**src/rtl/clpf_pkg.sv**
```systemverilog
// Package for the current-loop pressure low-pass filter.
// Holds the controller state type, the command and status structs and the fixed constants.
// No dependencies.
package clpf_pkg;

   // Fixed field widths.
   localparam int unsigned PSI_W = 11;
   localparam int unsigned DT_W  = 16;
   localparam int unsigned T_W   = 16;

   // Transducer band and psi scaling: floor((2*raw - 799) * 29 / 64).
   localparam int unsigned RAW_LOW     = 400;
   localparam int unsigned RAW_HIGH    = 2000;
   localparam int unsigned CLAMP_W     = 11;
   localparam int unsigned SCALE_OFF   = 799;
   localparam int unsigned SCALE_MUL   = 29;
   localparam int unsigned SCALE_SHIFT = 6;

   localparam logic [T_W-1:0] T_RESET = 16'd500;

   typedef enum logic [2:0] {
      ST_IDLE,
      ST_MUL,
      ST_SUM,
      ST_DIV,
      ST_DONE
   } state_type;

   typedef struct packed {
      logic load_in;
      logic mul_en;
      logic div_init;
      logic div_step;
      logic commit;
   } cmd_type;

   typedef struct packed {
      logic dt_zero;
   } status_type;

endpackage

```
**src/rtl/clpf_datapath.sv**
```systemverilog
// Datapath of the current-loop pressure low-pass filter: psi scaling, products,
// weighted sum, a restoring divider and the filter state.
// Depends on clpf_pkg.
module clpf_datapath #(
   parameter int unsigned ADC_BITS  = 12,
   parameter int unsigned FRAC_BITS = 16
) (
   input  logic                      clock,
   input  logic                      reset,
   input  clpf_pkg::cmd_type         cmd,
   output clpf_pkg::status_type      status,
   input  logic [ADC_BITS-1:0]       adc_sample,
   input  logic [clpf_pkg::DT_W-1:0] elapsed_ms,
   input  logic                      csr_wr_en,
   input  logic [clpf_pkg::T_W-1:0]  csr_wr_data,
   output logic [clpf_pkg::PSI_W-1:0] filtered_psi
);
   import clpf_pkg::*;

   localparam int unsigned RAW_W   = ADC_BITS + 1;
   localparam int unsigned Y_W     = PSI_W + FRAC_BITS;
   localparam int unsigned PROD_W  = T_W + Y_W;
   localparam int unsigned NUM_W   = PROD_W + 1;
   localparam int unsigned DIV_W   = T_W + 1;
   localparam int unsigned PB_W    = DT_W + PSI_W;
   localparam int unsigned TWICE_W = CLAMP_W + 1;
   localparam int unsigned SCL_W   = TWICE_W + 5;

   logic [T_W-1:0]    time_ff, time_in;
   logic [Y_W-1:0]    filter_ff, filter_in;
   logic [PSI_W-1:0]  psi_ff, psi_in;
   logic [DT_W-1:0]   dt_ff;
   logic [PROD_W-1:0] prod_a_ff;
   logic [PB_W-1:0]   prod_b_ff;
   logic [DIV_W-1:0]  divisor_ff;
   logic [DIV_W-1:0]  rem_ff, rem_in;
   logic [Y_W-1:0]    quo_ff, quo_in;
   logic [PSI_W-1:0]  out_ff;

   logic [RAW_W-1:0]   raw_ext;
   logic [CLAMP_W-1:0] clamped;
   logic [TWICE_W-1:0] offset;
   logic [SCL_W-1:0]   scaled;
   logic [NUM_W-1:0]   num;
   logic [DIV_W:0]     trial;
   logic [DIV_W:0]     diff;

   // Clamp to the 4-20 mA band, then scale to psi.
   always_comb begin
      raw_ext = RAW_W'(adc_sample);
      if (raw_ext < RAW_W'(RAW_LOW)) begin
         clamped = CLAMP_W'(RAW_LOW);
      end else if (raw_ext > RAW_W'(RAW_HIGH)) begin
         clamped = CLAMP_W'(RAW_HIGH);
      end else begin
         clamped = raw_ext[CLAMP_W-1:0];
      end
      offset = {clamped, 1'b0} - TWICE_W'(SCALE_OFF);
      scaled = SCL_W'(offset) * SCL_W'(SCALE_MUL);
      psi_in = PSI_W'(scaled >> SCALE_SHIFT);
   end

   assign time_in = csr_wr_en ? csr_wr_data : time_ff;
   assign num     = NUM_W'(prod_a_ff) + (NUM_W'(prod_b_ff) << FRAC_BITS);

   // One quotient bit per step; the remainder always stays below the divisor.
   always_comb begin
      trial = {rem_ff, quo_ff[Y_W-1]};
      diff  = trial - {1'b0, divisor_ff};
      if (cmd.div_init) begin
         rem_in = num[NUM_W-1:Y_W];
         quo_in = num[Y_W-1:0];
      end else if (trial >= {1'b0, divisor_ff}) begin
         rem_in = diff[DIV_W-1:0];
         quo_in = {quo_ff[Y_W-2:0], 1'b1};
      end else begin
         rem_in = trial[DIV_W-1:0];
         quo_in = {quo_ff[Y_W-2:0], 1'b0};
      end
   end

   assign filter_in = (cmd.commit && !status.dt_zero) ? quo_ff : filter_ff;

   always_ff @(posedge clock) begin
      if (reset) begin
         time_ff   <= T_RESET;
         filter_ff <= '0;
      end else begin
         time_ff   <= time_in;
         filter_ff <= filter_in;
      end
   end

   always_ff @(posedge clock) begin
      if (cmd.load_in) begin
         psi_ff <= psi_in;
         dt_ff  <= elapsed_ms;
      end
      if (cmd.mul_en) begin
         prod_a_ff  <= PROD_W'(time_ff) * PROD_W'(filter_ff);
         prod_b_ff  <= PB_W'(dt_ff) * PB_W'(psi_ff);
         divisor_ff <= DIV_W'(time_ff) + DIV_W'(dt_ff);
      end
      if (cmd.div_init || cmd.div_step) begin
         rem_ff <= rem_in;
         quo_ff <= quo_in;
      end
      if (cmd.commit) begin
         out_ff <= filter_in[Y_W-1:FRAC_BITS];
      end
   end

   assign status.dt_zero = (dt_ff == '0);
   assign filtered_psi   = out_ff;

endmodule

```
**src/rtl/clpf_controller.sv**
```systemverilog
// Controller of the current-loop pressure low-pass filter: sequences load,
// multiply, sum, the divider steps and the result hand-off.
// Depends on clpf_pkg.
module clpf_controller #(
   parameter int unsigned FRAC_BITS = 16
) (
   input  logic                 clock,
   input  logic                 reset,
   input  logic                 req_tvalid,
   output logic                 req_tready,
   output logic                 rsp_tvalid,
   input  logic                 rsp_tready,
   output clpf_pkg::cmd_type    cmd,
   input  clpf_pkg::status_type status
);
   import clpf_pkg::*;

   localparam int unsigned STEPS = PSI_W + FRAC_BITS;
   localparam int unsigned CNT_W = $clog2(STEPS);

   state_type        state_ff, state_in;
   logic [CNT_W-1:0] count_ff, count_in;
   logic             valid_ff, valid_in;
   logic             out_free;
   logic             last_step;

   assign out_free  = !valid_ff || rsp_tready;
   assign last_step = (count_ff == CNT_W'(STEPS - 1));

   always_comb begin
      state_in = state_ff;
      case (state_ff)
         ST_IDLE: begin
            if (req_tvalid) begin
               state_in = ST_MUL;
            end
         end
         ST_MUL: begin
            state_in = status.dt_zero ? ST_DONE : ST_SUM;
         end
         ST_SUM: begin
            state_in = ST_DIV;
         end
         ST_DIV: begin
            if (last_step) begin
               state_in = ST_DONE;
            end
         end
         ST_DONE: begin
            if (out_free) begin
               state_in = ST_IDLE;
            end
         end
         default: begin
            state_in = ST_IDLE;
         end
      endcase
   end

   always_comb begin
      cmd        = '0;
      req_tready = 1'b0;
      case (state_ff)
         ST_IDLE: begin
            req_tready  = 1'b1;
            cmd.load_in = req_tvalid;
         end
         ST_MUL: begin
            cmd.mul_en = !status.dt_zero;
         end
         ST_SUM: begin
            cmd.div_init = 1'b1;
         end
         ST_DIV: begin
            cmd.div_step = 1'b1;
         end
         ST_DONE: begin
            cmd.commit = out_free;
         end
         default: begin
            cmd = '0;
         end
      endcase
   end

   always_comb begin
      count_in = count_ff;
      if (cmd.div_init) begin
         count_in = '0;
      end else if (cmd.div_step) begin
         count_in = count_ff + 1'b1;
      end
   end

   // The result register is reloaded only when it is empty or being taken.
   always_comb begin
      if (cmd.commit) begin
         valid_in = 1'b1;
      end else if (rsp_tready) begin
         valid_in = 1'b0;
      end else begin
         valid_in = valid_ff;
      end
   end

   always_ff @(posedge clock) begin
      if (reset) begin
         state_ff <= ST_IDLE;
         count_ff <= '0;
         valid_ff <= 1'b0;
      end else begin
         state_ff <= state_in;
         count_ff <= count_in;
         valid_ff <= valid_in;
      end
   end

   assign rsp_tvalid = valid_ff;

endmodule

```
**src/rtl/current_loop_pressure_low_pass_core.sv**
```systemverilog
// Top level of the current-loop pressure low-pass filter.
// Depends on clpf_pkg, clpf_controller and clpf_datapath.
//
//   Channel  Direction  Payload
//   req_*    in         adc_sample, elapsed_ms
//   rsp_*    out        filtered_psi
//   csr_*    in         filter_time_ms (write only)
//
// An item passes from acceptance through the multiply, sum and divide states to its result,
// set by the restoring divider, which retires one quotient bit per cycle.
// An item with zero elapsed time skips the arithmetic.
// Reset is synchronous; it sets the filter state to zero and the time constant to 500.
// A stalled result holds in the output register while the next beat is accepted;
// the divider then waits in its final state until that register is free.
module current_loop_pressure_low_pass_core #(
   parameter int unsigned ADC_BITS  = 12,
   parameter int unsigned FRAC_BITS = 16
) (
   input  logic clock,
   input  logic reset,
   // [ADC_BITS-1:0] adc_sample, [ADC_BITS+15:ADC_BITS] elapsed_ms, zero padding above
   input  logic [((ADC_BITS + clpf_pkg::DT_W + 7) / 8) * 8 - 1:0] req_tdata,
   input  logic req_tvalid,
   output logic req_tready,
   // [10:0] filtered_psi, zero padding above
   output logic [15:0] rsp_tdata,
   output logic rsp_tvalid,
   input  logic rsp_tready,
   input  logic csr_wr_en,
   input  logic [clpf_pkg::T_W-1:0] csr_wr_data
);
   import clpf_pkg::*;

   cmd_type           cmd;
   status_type        status;
   logic [PSI_W-1:0]  filtered_psi;

   clpf_controller #(
      .FRAC_BITS(FRAC_BITS)
   ) u_controller (
      .clock     (clock),
      .reset     (reset),
      .req_tvalid(req_tvalid),
      .req_tready(req_tready),
      .rsp_tvalid(rsp_tvalid),
      .rsp_tready(rsp_tready),
      .cmd       (cmd),
      .status    (status)
   );

   clpf_datapath #(
      .ADC_BITS (ADC_BITS),
      .FRAC_BITS(FRAC_BITS)
   ) u_datapath (
      .clock       (clock),
      .reset       (reset),
      .cmd         (cmd),
      .status      (status),
      .adc_sample  (req_tdata[ADC_BITS-1:0]),
      .elapsed_ms  (req_tdata[ADC_BITS+DT_W-1:ADC_BITS]),
      .csr_wr_en   (csr_wr_en),
      .csr_wr_data (csr_wr_data),
      .filtered_psi(filtered_psi)
   );

   assign rsp_tdata = {{(16 - PSI_W){1'b0}}, filtered_psi};

endmodule
```
**config.mk**
```make
export PLATFORM = sky130hd
export DESIGN_NAME = current_loop_pressure_low_pass_core
export DESIGN_NICKNAME = d
export VERILOG_FILES = /design/src/rtl/clpf_pkg.sv /design/src/rtl/clpf_datapath.sv /design/src/rtl/clpf_controller.sv /design/src/rtl/current_loop_pressure_low_pass_core.sv
export SDC_FILE = /design/constraint.sdc
export NUM_CORES = 2
export LEC_CHECK = 0
export ABC_CLOCK_PERIOD_IN_PS = 12510
export BUFFER_PORTS_ARGS = -buffer_cell sky130_fd_sc_hd__buf_2
export CAP_MARGIN = 15
export CELL_PAD_IN_SITES_DETAIL_PLACEMENT = 1
export CELL_PAD_IN_SITES_GLOBAL_PLACEMENT = 2
export CORE_UTILIZATION = 46
export CTS_CLUSTER_SIZE = 10
export DETAILED_ROUTE_END_ITERATION = 8
export PLACE_DENSITY_LB_ADDON = 0.1
export SETUP_SLACK_MARGIN = 0.1
export SYNTH_ARGS = -nofsm -noshare
export SYNTH_HDL_FRONTEND = slang
export SYNTH_SLANG_ARGS = --single-unit
```
**constraint.sdc**
```tcl
create_clock -name clock -period 12.51 [get_ports clock]
set_input_delay 1.8765 -clock clock [delete_from_list [all_inputs] [get_ports clock]]
set_output_delay 1.8765 -clock clock [all_outputs]
set_load 0.02 [all_outputs]
```
# Word-level counts from Yosys, hierarchy flattened

Index checks and enable logic that the tools add are counted.

Input bits: 53
Logic and storage cells: 63
Output and inout port bits: 18
Flip-flop bits (word level): 221

Mux-type cells: 20
Add/subtract/negate cells: 5
Reductions and logical operators: 10
Multiply operators: 3
Equality and inequality tests: 8
Magnitude comparators: 3

Operators with widths:

| kind                                                                    | count |
|---|---|
| 27-bit 2-to-1 mux                                                       | 2 |
| 43-bit by 43-bit adder with 44-bit output                               | 1 |
| 16-bit by 27-bit multiplier with 43-bit output                          | 1 |
| 17-bit 2-to-1 mux                                                       | 2 |
| 16-bit by 11-bit multiplier with 27-bit output                          | 1 |
| 11-bit 2-to-1 mux                                                       | 2 |
| 18-bit by 17-bit greater-or-equal comparator with 1-bit output          | 1 |
| 16-bit by 16-bit adder with 17-bit output                               | 1 |
| 12-bit by 5-bit multiplier with 17-bit output (second input constant)   | 1 |
| 17-bit subtractor                                                       | 1 |
| 16-bit logical NOT                                                      | 1 |
| 3-bit case mux with 5 select lines                                      | 1 |
| 12-bit by 11-bit > comparator with 1-bit output (second input constant) | 1 |
| 12-bit by 9-bit < comparator with 1-bit output (second input constant)  | 1 |
| 3-bit 2-to-1 mux                                                        | 4 |
| 12-bit by 10-bit subtractor with 12-bit output (second input constant)  | 1 |
| 1-bit 2-to-1 mux                                                        | 9 |
| 3-bit by 2-bit equality test with 1-bit output (second input constant)  | 2 |
| 5-bit by 1-bit adder with 5-bit output (second input constant)          | 1 |
| 5-bit equality test (second input constant)                             | 1 |
| 2-bit by 1-bit != test with 1-bit output (second input constant)        | 2 |
| 3-bit by 1-bit equality test with 1-bit output (second input constant)  | 1 |
| 3-bit equality test (second input constant)                             | 1 |
| 3-bit logical NOT                                                       | 1 |
| other kinds (7)                                                         | 9 |

# Longest topological paths before layout

Depth after elaboration: 5
Mapped depth: 25
Depth with buffers taken out: 23

# Cells and area by module

A second synthesis with hierarchy kept.

Cell total of the unflattened synthesis: 3,253
Area, all modules: 31,134.9 sq um

Modules (own cells, without submodules):

| module                              | area each (sq um) | instances | cells an instance | seq. area each (sq um) |
|---|---|---|---|---|
| clpf_datapath                       | 30,623.1          | 1         | 3,191             | 5,935.7 |
| clpf_controller                     | 470.5             | 1         | 56                | 180.2 |
| current_loop_pressure_low_pass_core | 41.3              | 1         | 6                 | 0.0 |

# Worst setup path after synthesis

OpenSTA, ideal clock, no wires.

Path type: input-to-reg
Start: input port req_tdata[0] (netlist name)
End: register u_datapath.psi_ff[10] (data pin)
Slack: 5.659 ns
Buffers on the path: 0
Setup time: 0.273 ns
Arrival: 6.578 ns
Stages on the path: 20
Required time: 12.237 ns
Cells stage by stage: nor4_1 nand3b_1 a211oi_2 nor2b_1 ha_1 and2_1 mux2_2 o22a_1 fa_1 ha_1 inv_1 fa_1 inv_1 ha_1 and3_1 nand2_1 a31oi_4 o31a_2 nor4_1 a311oi_1

Longest elaborated chain between the ends: 5
Elaborated cells on any way between the ends: 6
Classes of those cells: add/sub: 1; mul: 1; order compare: 2; mux: 2

Ends and longest elaborated chain:

| what                                               | line                                      | text |
|---|---|---|
| start, declared                                    | current_loop_pressure_low_pass_core.sv:22 | `input logic [((ADC_BITS + clpf_pkg::DT_W + 7) / 8) * 8 - 1:0] req_tdata,` |
| 12-bit by 11-bit > comparator with 1-bit output    | clpf_datapath.sv:53                       | `end else if (raw_ext > RAW_W'(RAW_HIGH)) begin` |
| 11-bit 2-to-1 mux                                  | clpf_datapath.sv:53                       |  |
| 11-bit 2-to-1 mux (*)                              | clpf_datapath.sv:51                       | `if (raw_ext < RAW_W'(RAW_LOW)) begin` |
| 12-bit by 10-bit subtractor with 12-bit output (*) | clpf_datapath.sv:58                       | `offset = {clamped, 1'b0} - TWICE_W'(SCALE_OFF);` |
| 12-bit by 5-bit multiplier with 17-bit output (*)  | clpf_datapath.sv:59                       | `scaled = SCL_W'(offset) * SCL_W'(SCALE_MUL);` |
| named net u_datapath.scaled[16]                    | clpf_datapath.sv:43                       | `logic [SCL_W-1:0] scaled;` |
| end signal, assigned                               | clpf_datapath.sv:96                       | `psi_ff <= psi_in;` |
| end, declared                                      | clpf_datapath.sv:31                       | `logic [PSI_W-1:0] psi_ff, psi_in;` |

Mark *: on every way through the listed nets, which the timed path passes. The rest lies on a longest branch.
A chain may end at the register's enable or synchronous reset.

# Final worst setup path

Start: register u_datapath.filter_ff[11]
End: register u_datapath.prod_a_ff[42] (data pin)

Longest elaborated chain between the ends: 1

Ends and longest elaborated chain:

| what                                           | line                 | text |
|---|---|---|
| start, declared                                | clpf_datapath.sv:30  | `logic [Y_W-1:0] filter_ff, filter_in;` |
| start signal, assigned                         | clpf_datapath.sv:90  | `filter_ff <= filter_in;` |
| 16-bit by 27-bit multiplier with 43-bit output | clpf_datapath.sv:100 | `prod_a_ff <= PROD_W'(time_ff) * PROD_W'(filter_ff);` |
| end signal, assigned                           | clpf_datapath.sv:100 |  |
| end, declared                                  | clpf_datapath.sv:33  | `logic [PROD_W-1:0] prod_a_ff;` |

Every way passes these cells.

==> impl_metrics.ini <==
[run_status]
status = completed

[cts]
cts_root_buf = clkbuf_16
cts_tree = done
cts_max_level = 1
clock-sinks = 221
ctsResizeCount = 0
cts_buffers = 27
hold_buffers = 0
post_cts_buffers = 0
clock_latency_ns = 0.56
clock_path_buffers = 3
clk_pin_slew_ns = 0.06

[detailed_routing]
ant_nets = 0
wl_per_cell_um = 20.3
wl_mm = 83.8
drcViolationCount = 0
drtIter0Drc = 998
detail_route.first_pass.iterations = 5
vias = 22300
avgViaCountPerCell = 5.39

[yosys]
synthMuxAreaShare = 0.0198
synth_compound_area_frac = 0.0809
synth-simple-area-share = 0.153
yosysTopAreaCellShare = 0.316
synth_edf_count = 169
ys_ff_latch = 221
synth_top_family_by_area = adder cells
synth_top_flop_cell = edfxtp_1
synth_fa_ha_area_frac = 0.427
synth.area.top_cells = fa_1, edfxtp_1, ha_1
yosysSeqAreaShare = 0.197
synth.largest_area_cell = fa_1
synth_warnings = 0
synthXorXnorAreaFrac = 0.0336
synth_cell_type_count = 82
netlist_area_um2 = 31000
async_flop_share = 0
syn_avg_cell_area_um2 = 9.51
syn_inst = 3263

[floorplan]
core_um2 = 66200
die_h_um = 262
core.rowCount = 94
start_util = 0.469
die_w_um = 262
io_pins = 71
die_area_um2 = 68500

[setup_path]
arrival_ns = 7.50
cp-start-kind = flip-flop
critPathKind = flip-flop to flip-flop
end_kind = flip-flop
crit_fanout = 17
cp.required_ns = 12.80

[global_route]
gr-total-overflow = 0
grt_pass1_wl_mm = 136
grt_antenna_before_repair = 1
grt_usage = 0.254
grt_pass1_vias = 24900
grt_max_degree = 63

[final_layout]
syn2layout_area_growth_pct = 6.13
design_area_um2 = 32900
nets = 4071
drive_gt1_frac = 0.0532
multi_input_area_um2 = 22200
regArea_um2 = 6120
finalCoreUtilization = 0.498
final_cells = 4138
fillerInstances = 7525

[timing]
slew-limit-headroom = 0.244
fin_skew_ns = 0.0225
tightestPinTransition_ns = 1.13
fin_ws_ns = 5.30
finalHoldViolations = 0
fin_crit_sh = 0.576
setup_viol = 0
slew_viol_final = 0
finalSetupTns_ns = 0
post-route-min-period_ns = 7.21
rsz0062_at_grt = no
fmax_ghz = 0.139

[worst_hold_path]
min_path_type = flip-flop to flip-flop

[pwr]
leakage_nw = 15.8
powerDensity_nw_per_um2 = 255
peakVddDrop_v = 0.000428

[placement]
place_area_um2 = 32200
gp_congestion = 0.846
pre_cts_slack_ns = 5.01
io_buffers = 61
dp_hpwl_mm = 66.2
dp.cells = 4087

[run]
cap_violations = 0
[cell usage in the layout (no fill, tap or decap), drive strengths merged, types with 7 or more instances in the layout]
master	Yosys	layout
a21o	46	46
o21ai	71	71
nand3	22	22
o211ai	9	9
a211o	11	11
o21bai	14	14
and2	250	250
fa	490	490
nor3	32	32
nand2	490	490
xnor2	79	79
a21oi	105	105
nor4	9	9
inv	586	586
ha	276	276
dfxtp	52	52
nand4	10	10
o31ai	7	7
nor2	111	111
o21a	26	26
and3	9	9
buf	13	93
edfxtp	169	169
nor2b	34	34
clkbuf	124	45
xor2	40	40
mux2	16	16
a211oi	12	12
nand2b	16	16
mux2i	43	43
a31oi	9	9
or3	8	8
a21boi	7	7
[routing by layer]
layer | GRT usage | share of wire | routed length [µm] | up-vias
met5 | 0 | 0 | 0 | -
met4 | 0.0441 | 0.016 | 1320 | 0
met3 | 0.0173 | 0.023 | 1940 | 79
met2 | 0.461 | 0.51 | 42800 | 280
met1 | 0.336 | 0.45 | 37800 | 11700
li1 | - | - | - | 10200
[through the flow]
step	power [W]	hold slack (ns)
floorplan	0.00625	0.479
global placement	0.00749	0.493
detailed placement	0.00767	0.495
CTS	0.00844	0.511
global route	0.00928	0.554
finish	0.00839	0.514
[flip-flops by register name, summed over array words and instances (netlist names)]
| signal | flops |
|---|---|
| u_controller.count_ff | 5 |
| u_controller.rsp_tvalid | 1 |
| u_controller.state_ff | 3 |
| u_datapath.divisor_ff | 17 |
| u_datapath.dt_ff | 16 |
| u_datapath.filter_ff | 27 |
| u_datapath.filtered_psi | 11 |
| u_datapath.prod_a_ff | 43 |
| u_datapath.prod_b_ff | 27 |
| u_datapath.psi_ff | 11 |
| u_datapath.quo_ff | 27 |
| u_datapath.rem_ff | 17 |
| u_datapath.time_ff | 16 |
[final timing paths]
check	start	to	slack, ns	cells after the start
setup reg to reg	u_datapath.filter_ff[11]	u_datapath.prod_a_ff[42]	5.30	21
setup / recovery	u_datapath.filter_ff[11]	u_datapath.prod_a_ff[42]	5.30	21
hold reg to reg	u_datapath.prod_a_ff[12]	u_datapath.quo_ff[12]	0.51	2
hold / removal	u_datapath.prod_a_ff[12]	u_datapath.quo_ff[12]	0.51	2
[cells by family after synthesis]
group                      after synthesis
muxes                                   59
xor gates and xnor gates               119
adders and majority gates              766
buffers and inverters                  723
other                                    1
DFF                                    221
AOI/OAI and AO/OA                      371
and+or+nand+nor                       1003
[report_power, final]
| part | leakage [nW] | switching [W] | internal [W] |
|---|---|---|---|
| logic | 13.4 | 0.00350 | 0.00275 |
| registers | 2.03 | 0.000148 | 0.00127 |
| clock network | 0.380 | 0.000316 | 0.000408 |
[synthesized netlist by cell type (5+ instances only)]
library cell  number
edfxtp_1         169
and2_1           249
a211o_1           11
dfxtp_1           52
fa_1             490
o21a_1            26
o21ai_0           66
a21oi_1          103
clkbuf_1         124
o31ai_1            5
o21ai_1            5
xnor2_1           79
o211ai_1           9
nor2b_1           34
mux2_2            15
nor4_1             7
nand3_1           21
a41oi_1            5
nand2_1          490
a21o_1            46
ha_1             276
nand2b_1          16
nor2_1           111
o21bai_1          14
inv_1            586
a31oi_1            8
buf_4              6
xor2_1            40
and3_1             9
a2111oi_0          5
nand4_1           10
buf_2              5
mux2i_1           43
a211oi_1          11
nor3_1            32
a21boi_0           6
or3_1              8
[layout make-up]
class / instances / share of cell area
inverters: 586 / 0.0668
well taps: 864 / 0.0328
clock inverters: 5 / 0.000874
clock buffers: 45 / 0.0229
diodes: 1 / 0.0000760
multi-input cells: 2323 / 0.674
flip-flops and latches: 221 / 0.186
repair buffers: 93 / 0.0168
[critical path, cell delays in order (launching register included)]
cell     delay (ns)
dfxtp_1        0.97
and2_1         0.26
fa_1           0.42
inv_1          0.08
fa_1           0.43
fa_1           0.51
inv_1          0.05
fa_1           0.52
fa_1           0.52
inv_1          0.05
fa_1           0.48
inv_1          0.04
ha_1           0.48
a21oi_1        0.13
nor2b_1        0.15
a22o_1         0.25
o31ai_1        0.48
nand2_1        0.13
o21ai_1        0.32
a221o_1        0.31
a41oi_1        0.17
xnor2_1        0.16
Power figures use the tool's default switching activity.
